**config.mk**
```make
export PLATFORM = sky130hd
export DESIGN_NAME = sha256_byte_stream_hasher
export DESIGN_NICKNAME = d
export VERILOG_FILES = /design/src/rtl/sbsh_pkg.sv /design/src/rtl/sha256_byte_stream_hasher.sv /design/src/rtl/sbsh_front.sv /design/src/rtl/sbsh_queue.sv /design/src/rtl/sbsh_core.sv
export SDC_FILE = /design/constraint.sdc
export NUM_CORES = 2
export LEC_CHECK = 0
export BUFFER_PORTS_ARGS = -buffer_cell sky130_fd_sc_hd__buf_2
export CORE_ASPECT_RATIO = 0.5
export CORE_MARGIN = 4
export CORE_UTILIZATION = 40
export DETAILED_ROUTE_END_ITERATION = 8
export PLACE_DENSITY = 0.62
export SETUP_SLACK_MARGIN = 0.05
export SYNTH_ARGS = -nofsm -noshare
export SYNTH_HDL_FRONTEND = slang
export SYNTH_HIERARCHICAL = 1
export SYNTH_SLANG_ARGS = --single-unit
```
**constraint.sdc**
```tcl
create_clock -name clk -period 16.8 [get_ports clk]
set_input_delay 0.84 -clock clk [delete_from_list [all_inputs] [get_ports clk]]
set_output_delay 0.84 -clock clk [all_outputs]
set_load 0.01 [all_outputs]
```
**src/rtl/sbsh_pkg.sv**
```systemverilog
// Package for the SHA-256 byte stream hasher: queue entry type, back-end status,
// initial hash values, round constants and the SHA-256 bit functions.
// No dependencies.
`timescale 1ns / 1ps
`default_nettype none
package sbsh_pkg;

  typedef struct packed {
    logic [7:0] data;
    logic       has_byte;
    logic       last;
  } entry_t;

  typedef struct packed {
    logic idle;
    logic busy;
    logic out_valid;
  } core_stat_t;

  localparam logic [31:0] IV_WORDS [8] = '{
    32'h6a09e667, 32'hbb67ae85, 32'h3c6ef372, 32'ha54ff53a,
    32'h510e527f, 32'h9b05688c, 32'h1f83d9ab, 32'h5be0cd19};

  localparam logic [31:0] ROUND_K [64] = '{
    32'h428a2f98, 32'h71374491, 32'hb5c0fbcf, 32'he9b5dba5,
    32'h3956c25b, 32'h59f111f1, 32'h923f82a4, 32'hab1c5ed5,
    32'hd807aa98, 32'h12835b01, 32'h243185be, 32'h550c7dc3,
    32'h72be5d74, 32'h80deb1fe, 32'h9bdc06a7, 32'hc19bf174,
    32'he49b69c1, 32'hefbe4786, 32'h0fc19dc6, 32'h240ca1cc,
    32'h2de92c6f, 32'h4a7484aa, 32'h5cb0a9dc, 32'h76f988da,
    32'h983e5152, 32'ha831c66d, 32'hb00327c8, 32'hbf597fc7,
    32'hc6e00bf3, 32'hd5a79147, 32'h06ca6351, 32'h14292967,
    32'h27b70a85, 32'h2e1b2138, 32'h4d2c6dfc, 32'h53380d13,
    32'h650a7354, 32'h766a0abb, 32'h81c2c92e, 32'h92722c85,
    32'ha2bfe8a1, 32'ha81a664b, 32'hc24b8b70, 32'hc76c51a3,
    32'hd192e819, 32'hd6990624, 32'hf40e3585, 32'h106aa070,
    32'h19a4c116, 32'h1e376c08, 32'h2748774c, 32'h34b0bcb5,
    32'h391c0cb3, 32'h4ed8aa4a, 32'h5b9cca4f, 32'h682e6ff3,
    32'h748f82ee, 32'h78a5636f, 32'h84c87814, 32'h8cc70208,
    32'h90befffa, 32'ha4506ceb, 32'hbef9a3f7, 32'hc67178f2};

  function automatic logic [31:0] big_sigma0(input logic [31:0] x);
    big_sigma0 = {x[1:0], x[31:2]} ^ {x[12:0], x[31:13]} ^ {x[21:0], x[31:22]};
  endfunction

  function automatic logic [31:0] big_sigma1(input logic [31:0] x);
    big_sigma1 = {x[5:0], x[31:6]} ^ {x[10:0], x[31:11]} ^ {x[24:0], x[31:25]};
  endfunction

  function automatic logic [31:0] small_sigma0(input logic [31:0] x);
    small_sigma0 = {x[6:0], x[31:7]} ^ {x[17:0], x[31:18]} ^ {3'b000, x[31:3]};
  endfunction

  function automatic logic [31:0] small_sigma1(input logic [31:0] x);
    small_sigma1 = {x[16:0], x[31:17]} ^ {x[18:0], x[31:19]} ^ {10'b0, x[31:10]};
  endfunction

endpackage
`default_nettype wire

```
**src/rtl/sha256_byte_stream_hasher.sv**
```systemverilog
// Top level of the SHA-256 byte stream hasher: front end, entry queue, hash core.
// Depends on sbsh_pkg, sbsh_front, sbsh_queue and sbsh_core.
//
//   channel   ports                                  transfer when
//   input     push, full, data_byte, has_byte, last  push && !full
//   result    empty, pop, digest_word, word_index,   pop && !empty
//             last_word
//
// The core takes one queued byte per cycle while it is idle; a full 64-byte block then
// runs the compression and is folded into the chaining value.
// A last item adds padding bytes up to the block end, and one or
// two compressions, before eight digest words are offered in turn.
// The front queue keeps taking items while it has room, also while the core compresses or waits on pop.
// rst is synchronous and returns the hash state to the initial values.
`timescale 1ns / 1ps
`default_nettype none
module sha256_byte_stream_hasher
  import sbsh_pkg::*;
#(
  parameter int QUEUE_DEPTH = 4
) (
  input  wire logic        clk,
  input  wire logic        rst,
  input  wire logic        push,
  output logic             full,
  input  wire logic [7:0]  data_byte,
  input  wire logic        has_byte,
  input  wire logic        last,
  output logic             empty,
  input  wire logic        pop,
  output logic [31:0]      digest_word,
  output logic [2:0]       word_index,
  output logic             last_word
);

  entry_t     wr_entry;
  entry_t     rd_entry;
  logic       q_push;
  logic       q_full;
  logic       q_pop;
  logic       q_empty;
  core_stat_t stat;

  sbsh_front u_front (
    .push      (push),
    .full      (full),
    .data_byte (data_byte),
    .has_byte  (has_byte),
    .last      (last),
    .q_push    (q_push),
    .q_entry   (wr_entry),
    .q_full    (q_full)
  );

  sbsh_queue #(.DEPTH(QUEUE_DEPTH)) u_queue (
    .clk      (clk),
    .rst      (rst),
    .wr_en    (q_push),
    .wr_entry (wr_entry),
    .full     (q_full),
    .rd_en    (q_pop),
    .rd_entry (rd_entry),
    .empty    (q_empty)
  );

  sbsh_core u_core (
    .clk         (clk),
    .rst         (rst),
    .q_entry     (rd_entry),
    .q_empty     (q_empty),
    .q_pop       (q_pop),
    .empty       (empty),
    .pop         (pop),
    .digest_word (digest_word),
    .word_index  (word_index),
    .last_word   (last_word),
    .stat        (stat)
  );

  // The core pulls from the queue only when it is free to take a byte.
  a_pop_when_idle: assert property (@(posedge clk) disable iff (rst)
    q_pop |-> (stat.idle && !q_empty))
    else $error("queue read while core not idle");

  // A digest always starts with the most significant word.
  a_first_word: assert property (@(posedge clk) disable iff (rst)
    $rose(stat.out_valid) |-> (word_index == 3'd0))
    else $error("digest did not start at word 0");

  // Taking the final word ends the digest.
  a_last_word_ends: assert property (@(posedge clk) disable iff (rst)
    (pop && !empty && last_word) |=> (empty && stat.idle))
    else $error("digest output continued past last word");

endmodule
`default_nettype wire

```
**src/rtl/sbsh_front.sv**
```systemverilog
// Front end: takes input transfers, drops items that carry neither a byte nor
// the end of a message, and forms queue entries. Depends on sbsh_pkg.
`timescale 1ns / 1ps
`default_nettype none
module sbsh_front
  import sbsh_pkg::*;
(
  input  wire logic       push,
  output logic            full,
  input  wire logic [7:0] data_byte,
  input  wire logic       has_byte,
  input  wire logic       last,
  output logic            q_push,
  output entry_t          q_entry,
  input  wire logic       q_full
);

  assign full    = q_full;
  // An item with no byte that does not end the message changes nothing.
  assign q_push  = push && !q_full && (has_byte || last);
  assign q_entry = '{data: data_byte, has_byte: has_byte, last: last};

endmodule
`default_nettype wire

```
**src/rtl/sbsh_queue.sv**
```systemverilog
// Short queue of classified entries between the front end and the hash core.
// Depends on sbsh_pkg.
`timescale 1ns / 1ps
`default_nettype none
module sbsh_queue
  import sbsh_pkg::*;
#(
  parameter int DEPTH = 4
) (
  input  wire logic   clk,
  input  wire logic   rst,
  input  wire logic   wr_en,
  input  entry_t      wr_entry,
  output logic        full,
  input  wire logic   rd_en,
  output entry_t      rd_entry,
  output logic        empty
);

  localparam int AW = (DEPTH > 1) ? $clog2(DEPTH) : 1;
  localparam int CW = $clog2(DEPTH + 1);

  entry_t          slots [DEPTH];
  logic [AW-1:0]   wr_ptr;
  logic [AW-1:0]   rd_ptr;
  logic [CW-1:0]   count;

  assign full     = (count == CW'(DEPTH));
  assign empty    = (count == '0);
  assign rd_entry = slots[rd_ptr];

  always_ff @(posedge clk) begin
    if (wr_en) begin
      slots[wr_ptr] <= wr_entry;
    end
  end

  always_ff @(posedge clk) begin
    if (rst) begin
      wr_ptr <= '0;
      rd_ptr <= '0;
      count  <= '0;
    end else begin
      if (wr_en) begin
        wr_ptr <= (wr_ptr == AW'(DEPTH - 1)) ? '0 : wr_ptr + 1'b1;
      end
      if (rd_en) begin
        rd_ptr <= (rd_ptr == AW'(DEPTH - 1)) ? '0 : rd_ptr + 1'b1;
      end
      if (wr_en && !rd_en) begin
        count <= count + 1'b1;
      end else if (rd_en && !wr_en) begin
        count <= count - 1'b1;
      end
    end
  end

endmodule
`default_nettype wire

```
**src/rtl/sbsh_core.sv**
```systemverilog
// Hash core: block buffer, padding, 64-round compression at one round per cycle
// and the digest word output. Depends on sbsh_pkg.
`timescale 1ns / 1ps
`default_nettype none
module sbsh_core
  import sbsh_pkg::*;
(
  input  wire logic   clk,
  input  wire logic   rst,
  input  entry_t      q_entry,
  input  wire logic   q_empty,
  output logic        q_pop,
  output logic        empty,
  input  wire logic   pop,
  output logic [31:0] digest_word,
  output logic [2:0]  word_index,
  output logic        last_word,
  output core_stat_t  stat
);

  localparam logic [2:0] ST_IDLE = 3'd0;
  localparam logic [2:0] ST_PAD  = 3'd1;
  localparam logic [2:0] ST_COMP = 3'd2;
  localparam logic [2:0] ST_FOLD = 3'd3;
  localparam logic [2:0] ST_OUT  = 3'd4;

  logic [2:0]  state;
  logic [5:0]  fill;
  logic [63:0] message_bits;
  logic [23:0] part;
  logic [31:0] sched [16];
  logic [31:0] chain [8];
  logic [31:0] work  [8];
  logic [5:0]  round;
  logic [2:0]  out_idx;
  logic        pad_active;
  logic        sent80;
  logic        len_phase;
  logic        final_block;

  logic        app_en;
  logic [7:0]  app_byte;
  logic [7:0]  pad_byte;
  logic [31:0] t1;
  logic [31:0] t2;
  logic [31:0] sched_new;
  logic        len_now;

  assign q_pop = (state == ST_IDLE) && !q_empty;

  // Once the 0x80 marker is placed, the length field starts at offset 56.
  assign len_now  = sent80 && ((fill == 6'd56) || len_phase);
  assign pad_byte = !sent80 ? 8'h80 :
                    len_now ? message_bits[{3'd7 - fill[2:0], 3'b000} +: 8] : 8'h00;

  always_comb begin
    app_en   = 1'b0;
    app_byte = pad_byte;
    case (state)
      ST_IDLE: begin
        app_en   = q_pop && q_entry.has_byte;
        app_byte = q_entry.data;
      end
      ST_PAD: begin
        app_en = 1'b1;
      end
      default: begin
        app_en = 1'b0;
      end
    endcase
  end

  assign t1 = work[7] + big_sigma1(work[4]) + ((work[4] & work[5]) ^ (~work[4] & work[6]))
            + ROUND_K[round] + sched[0];
  assign t2 = big_sigma0(work[0])
            + ((work[0] & work[1]) ^ (work[0] & work[2]) ^ (work[1] & work[2]));
  assign sched_new = sched[0] + small_sigma0(sched[1]) + sched[9] + small_sigma1(sched[14]);

  // Payload storage: block words and working variables.
  always_ff @(posedge clk) begin
    if (app_en) begin
      part <= {part[15:0], app_byte};
      if (fill[1:0] == 2'b11) begin
        sched[fill[5:2]] <= {part, app_byte};
      end
    end
    if (app_en && fill == 6'd63) begin
      for (int i = 0; i < 8; i++) begin
        work[i] <= chain[i];
      end
    end
    if (state == ST_COMP) begin
      for (int i = 0; i < 15; i++) begin
        sched[i] <= sched[i + 1];
      end
      sched[15] <= sched_new;
      work[0] <= t1 + t2;
      work[1] <= work[0];
      work[2] <= work[1];
      work[3] <= work[2];
      work[4] <= work[3] + t1;
      work[5] <= work[4];
      work[6] <= work[5];
      work[7] <= work[6];
    end
  end

  always_ff @(posedge clk) begin
    if (rst) begin
      state        <= ST_IDLE;
      fill         <= '0;
      message_bits <= '0;
      round        <= '0;
      out_idx      <= '0;
      pad_active   <= 1'b0;
      sent80       <= 1'b0;
      len_phase    <= 1'b0;
      final_block  <= 1'b0;
      for (int i = 0; i < 8; i++) begin
        chain[i] <= IV_WORDS[i];
      end
    end else begin
      if (app_en) begin
        fill <= fill + 1'b1;
      end
      case (state)
        ST_IDLE: begin
          if (q_pop) begin
            if (q_entry.has_byte) begin
              message_bits <= message_bits + 64'd8;
            end
            if (q_entry.last) begin
              pad_active <= 1'b1;
            end
            if (q_entry.has_byte && fill == 6'd63) begin
              state <= ST_COMP;
              round <= '0;
            end else if (q_entry.last) begin
              state <= ST_PAD;
            end
          end
        end
        ST_PAD: begin
          sent80 <= 1'b1;
          if (len_now) begin
            len_phase <= 1'b1;
          end
          if (fill == 6'd63) begin
            final_block <= len_now;
            state       <= ST_COMP;
            round       <= '0;
          end
        end
        ST_COMP: begin
          round <= round + 1'b1;
          if (round == 6'd63) begin
            state <= ST_FOLD;
          end
        end
        ST_FOLD: begin
          for (int i = 0; i < 8; i++) begin
            chain[i] <= chain[i] + work[i];
          end
          if (final_block) begin
            state   <= ST_OUT;
            out_idx <= '0;
          end else if (pad_active) begin
            state <= ST_PAD;
          end else begin
            state <= ST_IDLE;
          end
        end
        ST_OUT: begin
          if (pop) begin
            out_idx <= out_idx + 1'b1;
            if (out_idx == 3'd7) begin
              state        <= ST_IDLE;
              message_bits <= '0;
              pad_active   <= 1'b0;
              sent80       <= 1'b0;
              len_phase    <= 1'b0;
              final_block  <= 1'b0;
              for (int i = 0; i < 8; i++) begin
                chain[i] <= IV_WORDS[i];
              end
            end
          end
        end
        default: begin
          state <= ST_IDLE;
        end
      endcase
    end
  end

  assign empty       = (state != ST_OUT);
  assign digest_word = chain[out_idx];
  assign word_index  = out_idx;
  assign last_word   = (out_idx == 3'd7);

  assign stat = '{idle: (state == ST_IDLE),
                  busy: (state == ST_COMP) || (state == ST_FOLD) || (state == ST_PAD),
                  out_valid: (state == ST_OUT)};

endmodule
`default_nettype wire

```
==> flow_summary.ini <==
[global_routing]
grt_usage = 0.2435
grt_pass1_vias = 53928
grt_max_degree = 125
antenna_found_initial = 4
grt_pass1_wl_um = 361500
overflow = 0

[timing]
hold_viol_final = 0
slew_headroom = 0.2214
finalClockSkew_ns = 0.08603
max_freq_mhz = 96.93
timing.final.crit_period_ns = 10.32
finalSetupViolations = 0
tightest_slew_ns = 1.160
fin_tns_setup_ns = 0
rsz0062_at_grt = no
drv_slew = 0
period_share = 0.6141

[die]
pin_count = 52
die_w_um = 623.5
core_area_um2 = 187400
dieArea_um2 = 196900
die_h_um = 315.8
fp-row-count = 112
start_util = 0.4044

[finish]
drive_gt1_frac = 0.07263
num-nets-final = 7844
postLayoutCellArea_um2 = 82340
syn_to_final_growth_pct = 8.661

[cts]
cts_resized = 0
clk_latency_ns = 0.77
cts_sinks = 1183
clkTransAtPathRegs_ns = 0.07
htreeDepth = 3
post_cts_buffers = 0
cts_buffer_depth = 3
clk_root_buffer_cell = clkbuf_16
cts_tree = yes
postCtsHoldBufs = 0
cts_made_buffers = 115

[drt]
antenna_left = 0
drc = 0
via_count = 57622
drt_iter0_markers = 6301
first_pass_iters = 6
wl_per_cell_um = 25.01
wl_um = 246000
vias_per_cell = 5.859

[placed_design]
placed_cell_area_um2 = 78360
place_hpwl_um = 178200
portBuffers = 51
gp_congestion = 0.9550

[critical_path]
cp.required_ns = 17.20
crit_path_frequent_cell = fa_1
critPathArrivalTime_ns = 10.72
critPathMaxStageDelay_ns = 0.88
cpMaxStageDelayCell = ha_1
setup.worst_path.class = flop to flop
critPathCaptureType = flop
path_max_fanout = 15
cp-start-kind = flop

[yosys]
syn-cell-area_um2 = 75770
synth_cells = 7415
yosys_warnings = 6
synthesis.nets = 8029
synth.avg_cell_area_um2 = 10.22

[status]
status = finished clean

[run]
maxCapViolations = 0

[worst_hold_path]
hp-class = input port to flop
[cell type report]
class / count / area (um^2)
clock buffer: 146 / 3108
antenna: 2 / 5.005
clock inverter: 66 / 862.1
inverter: 335 / 1267
sequential: 1183 / 33310
timing repair buffer: 127 / 838.3
fill: 17723 / 105000
multi-input combinational: 5468 / 39800
tap: 2508 / 3138
[worst max-delay path: cells and delay by family, from the launching register on]
family          cells  cell delay [ns]
xor+xnor            3             0.49
buf+inv             5             0.77
fa+ha+maj           8             3.67
compound gates     15             3.24
simple gates        5             1.43
flops               1             0.33
[sequential cells by signal (all words and copies together) (netlist names), named ones only]
name and count:
u_core/sched 512, u_core/chain 256, u_core/work 256, u_core/message_bits 61
u_queue/slots 40, u_core/part 24, u_core/fill 6, u_core/round 6
u_core/state 3, u_core/word_index 3, u_queue/count 3, u_queue/rd_ptr 2
u_queue/wr_ptr 2, u_core/final_block 1, u_core/len_phase 1, u_core/pad_active 1
u_core/sent80 1
[per-stage QoR]
stage | util | instances | setup WS (ns) | hold slack [ns]
final | 0.4395 | 9835 | 6.483 | 0.3009
after global routing | 0.4394 | 9834 | 5.699 | 0.2686
after CTS | 0.4394 | 9833 | 6.610 | 0.2468
after floorplan | - | 7415 | 8.058 | 0.4174
after detailed placement | 0.4182 | 9621 | 6.724 | 0.4277
after global placement | 0.4182 | 9621 | 6.757 | 0.4225
[worst paths after layout]
path,startpoint,endpoint,slack [ns],cells past startpoint
max,u_core/round[0],u_core/work[0][31],6.48,36
min,data_byte[0],u_queue/slots[3][2],0.30,1
max reg2reg,u_core/round[0],u_core/work[0][31],6.48,36
min reg2reg,u_core/part[6],u_core/part[14],0.45,0
[metal layers]
layer	vias up	global-route usage	part of all wire
li1	26090	-	-
met1	28661	0.3501	0.44
met2	2455	0.3717	0.43
met3	414	0.03644	0.079
met4	2	0.09257	0.043
met5	-	0	0.000053
[layout by cell type, fill, tap and decap left out, types with 26 or more instances in the layout]
master / n
xnor2_1: 396
ha_1: 404
o21bai_1: 43
mux4_2: 94
o211ai_1: 43
or3_1: 43
nand4_1: 32
and3_1: 38
nor2b_1: 45
buf_4: 75
a21oi_1: 422
a211oi_1: 57
o21ai_0: 402
nand3_1: 131
nor3_1: 130
clkbuf_16: 118
fa_1: 196
and2_1: 51
nand2_1: 1102
mux2i_1: 44
a31oi_1: 50
inv_1: 330
mux2_2: 56
nand2b_1: 73
buf_2: 51
o21a_1: 151
nor2_1: 369
xor2_1: 214
dfxtp_1: 217
o31ai_1: 30
a21o_1: 556
a21boi_0: 26
edfxtp_1: 960
Power is not shown: default switching activity piles up to over one toggle a cycle in this logic, so the estimate is an artifact.
